[src/rtl/core/dshot_telemetry_decoder_core_macros.svh]
// assertion macros for the dshot telemetry decoder core
// used by the files that carry concurrent assertions
`ifndef DSHOT_TELEMETRY_DECODER_CORE_MACROS_SVH
`define DSHOT_TELEMETRY_DECODER_CORE_MACROS_SVH
// implication checked on every clock, held off in reset
`define DTD_ASSERT_IMP(label, clk, rst, ante, cons) \
  label: assert property (@(posedge clk) disable iff (rst) (ante) |-> (cons)) \
    else $error("assertion failed");
// next-cycle implication
`define DTD_ASSERT_NXT(label, clk, rst, ante, cons) \
  label: assert property (@(posedge clk) disable iff (rst) (ante) |=> (cons)) \
    else $error("assertion failed");
`endif

[src/rtl/core/dtd_pkg.sv]
// package for the dshot telemetry decoder: types, constants, gcr table
// no dependencies
`timescale 1ns / 1ps
package dtd_pkg;
  localparam int CaptureSymbols = 48;
  localparam int PulseMax = 2 * CaptureSymbols;
  localparam int PiW = $clog2(PulseMax + 1);
  localparam logic [6:0] EchoMax = 7'd96;
  localparam logic [4:0] FrameBits = 5'd21;

  localparam logic [2:0] ST_OK = 3'd0;
  localparam logic [2:0] ST_NOREPLY = 3'd1;
  localparam logic [2:0] ST_FRAMING = 3'd2;
  localparam logic [2:0] ST_BADGCR = 3'd3;
  localparam logic [2:0] ST_BADCS = 3'd4;

  localparam logic [2:0] TK_NONE = 3'd0;
  localparam logic [2:0] TK_ERPM = 3'd1;
  localparam logic [2:0] TK_TEMP = 3'd2;
  localparam logic [2:0] TK_VOLT = 3'd3;
  localparam logic [2:0] TK_AMP = 3'd4;
  localparam logic [2:0] TK_OTHER = 3'd5;

  localparam logic CFG_PERIOD = 1'b0;
  localparam logic CFG_GAP = 1'b1;

  typedef enum logic [1:0] {
    PH_SEARCH = 2'd0, PH_BITS = 2'd1, PH_DECIDED = 2'd2, PH_DRAIN = 2'd3
  } phase_t;

  // divider request and reply between sequencer and divider
  typedef struct packed {
    logic        start;
    logic [25:0] num;
    logic [25:0] den;
  } div_req_t;

  typedef struct packed {
    logic        done;
    logic [25:0] quo;
  } div_rsp_t;

  function automatic logic [4:0] gcr_nibble(input logic [4:0] q);
    case (q)
      5'h09: return 5'h09; 5'h0A: return 5'h0A; 5'h0B: return 5'h0B;
      5'h0D: return 5'h0D; 5'h0E: return 5'h0E; 5'h0F: return 5'h0F;
      5'h12: return 5'h02; 5'h13: return 5'h03; 5'h15: return 5'h05;
      5'h16: return 5'h06; 5'h17: return 5'h07; 5'h19: return 5'h00;
      5'h1A: return 5'h08; 5'h1B: return 5'h01; 5'h1D: return 5'h04;
      5'h1E: return 5'h0C;
      default: return 5'h10;
    endcase
  endfunction
endpackage

[src/rtl/core/dtd_divider.sv]
// restoring divider, one quotient bit per cycle, 26 bit operands
// depends on dtd_pkg
`timescale 1ns / 1ps
`include "dshot_telemetry_decoder_core_macros.svh"
module dtd_divider import dtd_pkg::*; (
  input  logic     clk,
  input  logic     rst,
  input  div_req_t req,
  output div_rsp_t rsp
);
  logic [25:0] den, quo, rem;
  logic [4:0]  cnt;
  logic        busy, done;
  logic [26:0] trial;

  assign trial = {rem, quo[25]} - {1'b0, den};

  always_ff @(posedge clk) begin
    if (rst) begin
      busy <= 1'b0;
      done <= 1'b0;
    end else begin
      done <= 1'b0;
      if (req.start) begin
        busy <= 1'b1;
        den <= req.den;
        quo <= req.num;
        rem <= '0;
        cnt <= 5'd0;
      end else if (busy) begin
        if (!trial[26]) begin
          rem <= trial[25:0];
          quo <= {quo[24:0], 1'b1};
        end else begin
          rem <= {rem[24:0], quo[25]};
          quo <= {quo[24:0], 1'b0};
        end
        cnt <= cnt + 5'd1;
        if (cnt == 5'd25) begin
          busy <= 1'b0;
          done <= 1'b1;
        end
      end
    end
  end
  assign rsp = {done, quo};

  `DTD_ASSERT_NXT(a_done_from_busy, clk, rst, rsp.done, !busy)
  `DTD_ASSERT_IMP(a_no_start_busy, clk, rst, busy && !req.start, cnt <= 5'd25)
  `DTD_ASSERT_NXT(a_start_busy, clk, rst, req.start, busy && cnt == 5'd0)
endmodule

[src/rtl/core/dshot_telemetry_decoder_core.sv]
// dshot telemetry decoder: one captured pulse per word, one result per capture
// a pulse turned into bits takes a rounding divide, any other word none;
// a result follows its closing word via S_END and S_OUT, behind any divide of that
// word and any erpm divide; one word at a time, rate set by the shared divider
// a capture end waits while the previous result is still held
// synchronous reset restores the config registers and clears capture state; no clearing pass
`timescale 1ns / 1ps
`include "dshot_telemetry_decoder_core_macros.svh"
module dshot_telemetry_decoder_core import dtd_pkg::*; (
  input  logic        clk,
  input  logic        rst,
  input  logic        cfg_we,
  input  logic        cfg_index,
  input  logic [15:0] cfg_data,
  input  logic        in_valid,
  output logic        in_stall,
  input  logic        pulse_level,
  input  logic [14:0] pulse_duration,
  input  logic        is_last,
  output logic        out_valid,
  input  logic        out_stall,
  output logic [2:0]  status,
  output logic [6:0]  echo_pulses,
  output logic [2:0]  telem_kind,
  output logic [15:0] period_us,
  output logic [25:0] erpm,
  output logic [7:0]  edt_value
);
  typedef enum logic [4:0] {
    S_IDLE = 5'b00001, S_PDIV = 5'b00010, S_END = 5'b00100,
    S_EDIV = 5'b01000, S_OUT = 5'b10000
  } seq_t;

  seq_t        seq;
  logic [15:0] bit_period_q8;
  logic [14:0] gap_min_ticks;
  phase_t      phase;
  logic [6:0]  echo_count;
  logic [4:0]  bit_count;
  logic [20:0] shift_bits;
  logic [2:0]  error_code;
  logic [PiW-1:0] pulse_index;
  logic        lvl, ends, last;
  div_req_t    dreq;
  div_rsp_t    drsp;
  logic [15:0] q;
  logic [15:0] per_r;

  dtd_divider u_div (.clk(clk), .rst(rst), .req(dreq), .rsp(drsp));

  assign q = (bit_period_q8 == 16'd0) ? 16'd1 : bit_period_q8;
  assign in_stall = (seq != S_IDLE);

  // frame decode, combinational on the shift register
  logic [20:0] v;
  logic [19:0] g;
  logic [4:0]  m3, m2, m1, m0;
  logic [15:0] d16;
  logic [3:0]  cs;
  logic [11:0] d12;
  logic [3:0]  ty;
  logic [15:0] per;
  always_comb begin
    v = shift_bits << (FrameBits - bit_count);
    g = v[19:0] ^ v[20:1];
    m3 = gcr_nibble(g[19:15]);
    m2 = gcr_nibble(g[14:10]);
    m1 = gcr_nibble(g[9:5]);
    m0 = gcr_nibble(g[4:0]);
    d16 = {m3[3:0], m2[3:0], m1[3:0], m0[3:0]};
    cs = d16[15:12] ^ d16[11:8] ^ d16[7:4] ^ d16[3:0];
    d12 = d16[15:4];
    ty = d12[11:8];
    per = 16'({7'd0, d12[8:0]} << d12[11:9]);
  end

  logic [4:0] n, room;
  logic [25:0] nq;
  always_comb begin
    nq = drsp.quo;
    room = FrameBits - bit_count;
    if (nq == 26'd0) n = 5'd1;
    else if (nq > {21'd0, room}) n = room;
    else n = nq[4:0];
  end

  always_ff @(posedge clk) begin
    if (rst) begin
      seq <= S_IDLE;
      bit_period_q8 <= 16'd27306;
      gap_min_ticks <= 15'd332;
      phase <= PH_SEARCH;
      echo_count <= '0;
      bit_count <= '0;
      shift_bits <= '0;
      error_code <= '0;
      pulse_index <= '0;
      out_valid <= 1'b0;
      dreq.start <= 1'b0;
    end else begin
      dreq.start <= 1'b0;
      if (cfg_we) begin
        if (cfg_index == CFG_PERIOD) bit_period_q8 <= cfg_data;
        else gap_min_ticks <= cfg_data[14:0];
      end
      if (out_valid && !out_stall) out_valid <= 1'b0;
      case (seq)
        S_IDLE: if (in_valid && !in_stall) begin
          lvl <= pulse_level;
          last <= is_last;
          ends <= is_last || pulse_duration == 15'd0;
          seq <= S_END;
          if (phase == PH_DRAIN) begin
            ends <= 1'b0;
            if (is_last) begin
              phase <= PH_SEARCH; echo_count <= '0; bit_count <= '0;
              shift_bits <= '0; error_code <= '0; pulse_index <= '0;
            end
          end else if (pulse_index < PiW'(PulseMax)) begin
            pulse_index <= pulse_index + 1'b1;
            if (phase == PH_SEARCH && pulse_duration != 15'd0) begin
              if (pulse_level && pulse_duration >= gap_min_ticks) phase <= PH_BITS;
              else if (echo_count < EchoMax) echo_count <= echo_count + 7'd1;
            end else if (phase == PH_BITS && pulse_duration != 15'd0) begin
              if (bit_count == 5'd0 && pulse_level) begin
                error_code <= ST_FRAMING;
                phase <= PH_DECIDED;
              end else begin
                dreq.start <= 1'b1;
                dreq.num <= {3'd0, pulse_duration, 8'd0} + {11'd0, q[15:1]};
                dreq.den <= {10'd0, q};
                seq <= S_PDIV;
              end
            end
          end
        end
        S_PDIV: if (drsp.done) begin
          shift_bits <= 21'((shift_bits << n) | (lvl ? 21'd0 : ((21'd1 << n) - 21'd1)));
          bit_count <= bit_count + n;
          if (bit_count + n >= FrameBits) phase <= PH_DECIDED;
          seq <= S_END;
        end
        S_END: begin
          if (!ends) seq <= S_IDLE;
          // the result registers are reused once the previous word has left
          else if (!out_valid) begin
            echo_pulses <= echo_count;
            telem_kind <= TK_NONE;
            period_us <= '0;
            erpm <= '0;
            edt_value <= '0;
            seq <= S_OUT;
            if (phase == PH_SEARCH || (error_code == ST_OK && bit_count == 5'd0))
              status <= ST_NOREPLY;
            else if (error_code != ST_OK) status <= error_code;
            else if (m3[4] | m2[4] | m1[4] | m0[4]) status <= ST_BADGCR;
            else if (cs != 4'hF) status <= ST_BADCS;
            else begin
              status <= ST_OK;
              if (ty != 4'd0 && !ty[0]) begin
                edt_value <= d12[7:0];
                if (ty == 4'h2) telem_kind <= TK_TEMP;
                else if (ty == 4'h4) telem_kind <= TK_VOLT;
                else if (ty == 4'h6) telem_kind <= TK_AMP;
                else telem_kind <= TK_OTHER;
              end else begin
                telem_kind <= TK_ERPM;
                if (d12 != 12'hFFF) begin
                  period_us <= per;
                  per_r <= per;
                  if (per != 16'd0) begin
                    dreq.start <= 1'b1;
                    dreq.num <= 26'd60000000;
                    dreq.den <= {10'd0, per};
                    seq <= S_EDIV;
                  end
                end
              end
            end
          end
        end
        S_EDIV: if (drsp.done) begin
          erpm <= drsp.quo;
          seq <= S_OUT;
        end
        S_OUT: begin
          out_valid <= 1'b1;
          seq <= S_IDLE;
          if (last) begin
            phase <= PH_SEARCH; echo_count <= '0; bit_count <= '0;
            shift_bits <= '0; error_code <= '0; pulse_index <= '0;
          end else phase <= PH_DRAIN;
        end
        default: seq <= S_IDLE;
      endcase
    end
  end

  `DTD_ASSERT_IMP(a_bits_bound, clk, rst, 1'b1, bit_count <= FrameBits)
  `DTD_ASSERT_IMP(a_echo_bound, clk, rst, 1'b1, echo_count <= EchoMax)
  `DTD_ASSERT_NXT(a_edv_per, clk, rst, seq == S_EDIV, per_r != 16'd0)
endmodule

[config.mk]
export PLATFORM = sky130hd
export DESIGN_NAME = dshot_telemetry_decoder_core
export DESIGN_NICKNAME = d
export VERILOG_FILES = /design/src/rtl/core/dtd_pkg.sv /design/src/rtl/core/dtd_divider.sv /design/src/rtl/core/dshot_telemetry_decoder_core.sv
export VERILOG_INCLUDE_DIRS = /design/src /design/src/rtl/core
export SDC_FILE = /design/constraint.sdc
export NUM_CORES = 1
export LEC_CHECK = 0
export BUFFER_PORTS_ARGS = -buffer_cell sky130_fd_sc_hd__buf_2
export CORE_MARGIN = 2
export CORE_UTILIZATION = 50
export DETAILED_ROUTE_END_ITERATION = 16
export GPL_TIMING_DRIVEN = 1
export PLACE_DENSITY = 0.67
export SYNTH_ARGS = -nofsm -noshare
export SYNTH_HDL_FRONTEND = slang
export SYNTH_SLANG_ARGS = --single-unit
[constraint.sdc]
create_clock -name clk -period 7.2 [get_ports clk]
set_input_delay 0.72 -clock clk [delete_from_list [all_inputs] [get_ports clk]]
set_output_delay 0.72 -clock clk [all_outputs]
set_load 0.02 [all_outputs]
# Word level (Yosys, flattened, before mapping)
# Memory sizes are Yosys's and may differ from the RTL's.
# Index checks and enable logic that the tools add are counted.
dict set report totals {
  ff_bits 286
  latchBits 0
  ram_bits 0
  mem_bits_ro 640
  input_bits 39
  output_inout_bits 65
  memories 4
}
dict set report op_classes {
  addsub 8
  n_mul 0
  div 0
  n_lt_le_gt_ge 5
  n_eq_ne 47
  n_shift 4
  n_mux 107
  n_bitwise 14
  reduce_logical 48
}
# name words width read_ports rd_ports_with_merged_regs write_ports line
set mem_list {}
lappend mem_list {{(no name shown)} 32 5 1 0 0 dtd_pkg.sv:44} ;# case (q)
lappend mem_list {{(no name shown)} 32 5 1 0 0 dtd_pkg.sv:44}
lappend mem_list {{(no name shown)} 32 5 1 0 0 dtd_pkg.sv:44}
lappend mem_list {{(no name shown)} 32 5 1 0 0 dtd_pkg.sv:44}
# cell n
set ops {}
lappend ops {{2-to-1 mux 53 bit} 15}
lappend ops {{2-to-1 mux 26 bit} 7}
lappend ops {{2-to-1 mux 21 bit} 6}
lappend ops {{case mux 53 bit (2 select lines)} 1}
lappend ops {{2-to-1 mux 5 bit} 20}
lappend ops {{2-to-1 mux 7 bit} 11}
lappend ops {{case mux 21 bit (3 select lines)} 1}
lappend ops {{case mux 26 bit (2 select lines)} 1}
lappend ops {{2-to-1 mux 3 bit} 16}
lappend ops {{left shift 21 x 5 -> 21 bit} 2}
lappend ops {{inequality test 2 bit, second input constant} 19}
lappend ops {{case mux 7 bit (2 select lines)} 2}
lappend ops {{inequality test 3 bit, second input constant} 9}
lappend ops {{subtractor 27 x 26 -> 27 bit} 1}
lappend ops {{> comparator 26 x 5 -> 1 bit} 1}
lappend ops {{zero test 26 bit} 1}
lappend ops {{2-to-1 mux 2 bit} 13}
lappend ops {{adder 23 x 15 -> 24 bit} 1}
lappend ops {{OR 21 bit} 1}
lappend ops {{left shift 1 x 5 -> 21 bit, first input constant} 1}
lappend ops {{subtractor 21 x 1 -> 21 bit, second input constant} 1}
lappend ops {{case mux 5 bit (4 select lines)} 1}
lappend ops {{bitwise XOR 20 bit} 1}
lappend ops {{AND reduction 17 bit} 1}
lappend ops {{54 further kinds} 100}

# Longest topological paths before layout
# An unclocked memory read counts as a cell.
dict set report depth {
  word_depth 16
  depth_mapped 27
}

# Modules after synthesis
# From an unflattened synthesis, not the netlist that was laid out.
dict set report unflattened {
  hier_cells 1918
  area_unflattened_um2 18297.5
}
# mod n_inst cells_each area_each_um2
set by_module_without_submodules {}
lappend by_module_without_submodules {dshot_telemetry_decoder_core 1 1500 13377.8}
lappend by_module_without_submodules {dtd_divider 1 418 4919.7}

# Least setup slack after synthesis
# Ideal clock, no wire load.
dict set report synth_path {
  kind {reg-to-reg}
  start {reg bit_count[2]}
  end {reg dreq[0] (netlist name), enable pin}
  setup_ps 453
  arrival_ps 6215
  required_time_ps 6747
  path_slack_ps 532
  path_stages_with_launch 23
  path_buffers 6
  synth_period_minus_slack_ps 6668
  path_cell_list {dfxtp_1 -> ha_1 -> buf_6 -> buf_6 -> buf_6 -> buf_2 -> buf_2 -> nor2_1 -> a211oi_1 -> inv_1 -> ha_1 -> inv_1 -> o31ai_1 -> a211oi_1 -> nor2_1 -> mux2_2 -> mux2i_1 -> nor2b_1 -> mux2_2 -> a31oi_2 -> nand2_2 -> buf_2 -> a21oi_1}
}
dict set report synth_via {
  elab_chain_len 10
}
# item line
set synth_lines {}
lappend synth_lines {{start, declared} dshot_telemetry_decoder_core.sv:39} ;# logic [4:0] bit_count;
lappend synth_lines {{start signal, assigned} dshot_telemetry_decoder_core.sv:139} ;# bit_count <= bit_count + n;
lappend synth_lines {{subtractor 5 bit} dshot_telemetry_decoder_core.sv:64} ;# v = shift_bits << (FrameBits - bit_count);
lappend synth_lines {{left shift 21 x 5 -> 21 bit} dshot_telemetry_decoder_core.sv:64}
lappend synth_lines {{bitwise XOR 20 bit} dshot_telemetry_decoder_core.sv:65} ;# g = v[19:0] ^ v[20:1];
lappend synth_lines {{memory read (32 x 5 bit)} -}
lappend synth_lines {{bitwise XOR 4 bit (3 in a row)} dshot_telemetry_decoder_core.sv:71} ;# cs = d16[15:12] ^ d16[11:8] ^ d16[7:4] ^ d16[3:0];
lappend synth_lines {{inequality test 4 bit} dshot_telemetry_decoder_core.sv:157} ;# else if (cs != 4'hF) status <= ST_BADCS;
lappend synth_lines {{inequality test 2 bit (no line)} -}
lappend synth_lines {{AND reduction 17 bit (no line) *} -}
lappend synth_lines {{end, declared} dshot_telemetry_decoder_core.sv:44} ;# div_req_t dreq;
# Every way passes the cells marked *; elsewhere a longest branch is shown, timed or not.
# A chain may end at the register's enable or synchronous reset.

# Final worst setup path
dict set report layout_path {
  start {reg bit_count[2]}
  end {reg dreq[4] (netlist name), enable pin}
}
# Same word-level chain as after synthesis.

==> flow_metrics.tcl <==
set metrics [dict create \
    crit_path_max_incr_delay_ns 0.54 \
    p_leak_nw 7.10 \
    path_buf_inv 3 \
    grt_pass1_vias 13400 \
    hold_buffers 0 \
    first_pass_iters 5 \
    setup_viol 0 \
    placed_cells 2313 \
    final_nets 1996 \
    rrSetupSlack_ns 0.91 \
    layoutNonFillerInstCount 2367 \
    initial_core_util 0.504 \
    fin_crit_sh 0.874 \
    grt_usage 0.259 \
    synth_edf_count 180 \
    ctsLongestPathBuffers 3 \
    cts_tree "yes" \
    hpwl_um 34200 \
    finClkSkew_ns 0.0255 \
    cpLargestDelayFamily "simple AND/OR/NAND/NOR gates" \
    port-buffer-count 103 \
    die_w_um 190 \
    drv_cap 0 \
    synth_top_area_frac 0.312 \
    synth_area_leader_cell "edfxtp_1" \
    dieArea_mm2 0.0362 \
    path_cells "ha_1, nand3b_1, a21oi_1, nor3_4, xnor2_1, inv_1, ha_1, a21boi_0, o21ai_0, and2_1, xnor2_1, nor3b_1, nor4b_1, nand4b_1, buf_4, a31oi_2, nand2_2, a21oi_4, buf_4" \
    place.gp.congestion 0.949 \
    max_freq_mhz 159 \
    relSlewSlack 0.246 \
    clk_pin_slew_ns 0.06 \
    wirelength_um 47500 \
    numCtsBuffers 29 \
    antenna_cells 0 \
    synth_common_cells "nand2_1 (212), edfxtp_1 (180), nor2_1 (161)" \
    via_count 14400 \
    synth-seq-area-share 0.408 \
    met3WireLength_um 3190 \
    wl_met1_um 21800 \
    yosysWarnings 0 \
    clock_latency_ns 0.56 \
    rsz0062_at_grt "no" \
    worstMarginPinSlew_ns 1.13 \
    cpMaxStageDelayCell "ha_1" \
    top_layer_used "met5" \
    core_mm2 0.0344 \
    clockRootBuffer "clkbuf_16" \
    layout-drive-gt1-share 0.158 \
    synth_area_mm2 0.0173 \
    crit_path_start_kind "flop" \
    yosysMostFrequentCell "nand2_1" \
    avgViaCountPerCell 6.10 \
    crit_arrival_ns 6.47 \
    cts_sinks 263 \
    yosys_most_used_dff "edfxtp_1" \
    period_needed_ns 6.29 \
    ir_drop_mv 0.198 \
    status "finished, final reports clean" \
    setup_tns_ns 0 \
    cts_setup_buffers 0 \
    hold_viol 0 \
    syn_nets 1946 \
    ys_ff_latch 263 \
    grt_pass1_wl_um 74500 \
    drc 0 \
    area_growth_pct 10.9 \
    cts_max_level 1 \
    ant_nets 0 \
    cts-resized-gates 0 \
    path_class "reg -> reg" \
    syn_area_per_cell_um2 9.42 \
    async_flop_share 0 \
    synth_top_cells_by_area "edfxtp_1 (31%), dfxtp_1 (9.6%), ha_1 (4.7%)" \
    slew_violations 0 \
    fp.dieH_um 190 \
    powerDensity_mw_per_mm2 182 \
    total_power_mw 3.49 \
    synth_cell_types 109 \
    cp_max_fo 41 \
    worstPathRequired_ns 7.37 \
    drtIter0Drc 1502 \
    synthCells 1839 \
    antenna_found_initial 1 \
    cp-end-kind "flop" \
    route.met2.wl_um 21300 \
    grt_max_degree 72 \
    wl_per_cell_um 20.1 \
    num_io_pins 104 \
    hold_path_class "in -> reg" \
    overflow 0 \
    row_count 68 \
]
==> layout by cell type (no fill, tap or decap), types with 56 or more instances in the layout <==
| cell type | count |
|---|---|
| a21oi_1 | 111 |
| buf_2 | 103 |
| dfxtp_1 | 82 |
| edfxtp_1 | 180 |
| ha_1 | 65 |
| inv_1 | 67 |
| mux2i_1 | 56 |
| nand2_1 | 212 |
| nor2_1 | 159 |
| o21ai_0 | 64 |
==> final timing paths <==
check | start | endpoint | depth (start not counted)
max | bit_count[2]$_SDFFE_PP0P_ | dreq[4]$_DFFE_PP_ | 19
min | cfg_data[15] | bit_period_q8[15]$_SDFFE_PP0P_ | 3
max reg2reg | bit_count[2]$_SDFFE_PP0P_ | dreq[4]$_DFFE_PP_ | 19
min reg2reg | dreq[8]$_DFFE_PP_ | u_div.den[8]$_DFFE_PP_ | 0
==> per-layer routing <==
layer / vias up / track usage
met4: 2 / 0.0710
met5: - / 0
li1: 6874 / -
met2: 547 / 0.401
met1: 6947 / 0.381
met3: 78 / 0.0339
==> layout make-up <==
type | count | area [um2]
fill | 3068 | 15200
multi-input combinational | 1389 | 9520
sequential | 263 | 7070
clock buffer | 39 | 835
timing repair buffer | 133 | 741
tap | 455 | 569
inverter | 73 | 274
clock inverter | 15 | 216
==> where the power goes <==
group	leakage, nW	switching [mW]	internal, mW
logic	4.28	0.136	0.0831
registers	2.32	0.0264	1.63
clock network	0.504	0.617	0.992
==> cell families after synthesis <==
family	Yosys count	synth area share
adder cells (fa/ha/maj)	69	0.0510
AO/OA/AOI/OAI	449	0.179
XOR/XNOR	69	0.0361
AND/OR/NAND/NOR	678	0.191
multiplexers	124	0.0889
flip-flops	263	0.408
buffers and inverters	187	0.0458
==> sequential cells by signal (all words and copies together), names as in the netlist, 2 cells and up <==
signal         cells
bit_period_q8     16
echo_pulses        7
status             3
bit_count          5
pulse_index        7
shift_bits        21
erpm              26
u_div.den         16
u_div.rem         26
period_us         16
gap_min_ticks     15
u_div.cnt          5
u_div.quo         26
seq                5
edt_value          8
phase              2
echo_count         7
telem_kind         3
dreq              42
==> worst min-delay path: stages <==
cell	delay (ns)
buf_2	0.09
nand2_1	0.05
a21oi_1	0.05
==> stage by stage <==
step | utilization | area [um2] | worst slack (ns) | hold WS [ns]
after floorplan | - | 17300 | 0.532 | 0.400
after global placement | 0.529 | 18200 | 1.11 | 0.402
after detailed placement | 0.529 | 18200 | 0.947 | 0.405
after CTS | 0.559 | 19200 | 0.908 | 0.379
after global routing | 0.559 | 19200 | 0.385 | 0.406
final | 0.559 | 19200 | 0.906 | 0.407
No activity file was read; power rests on OpenSTA's default activity.
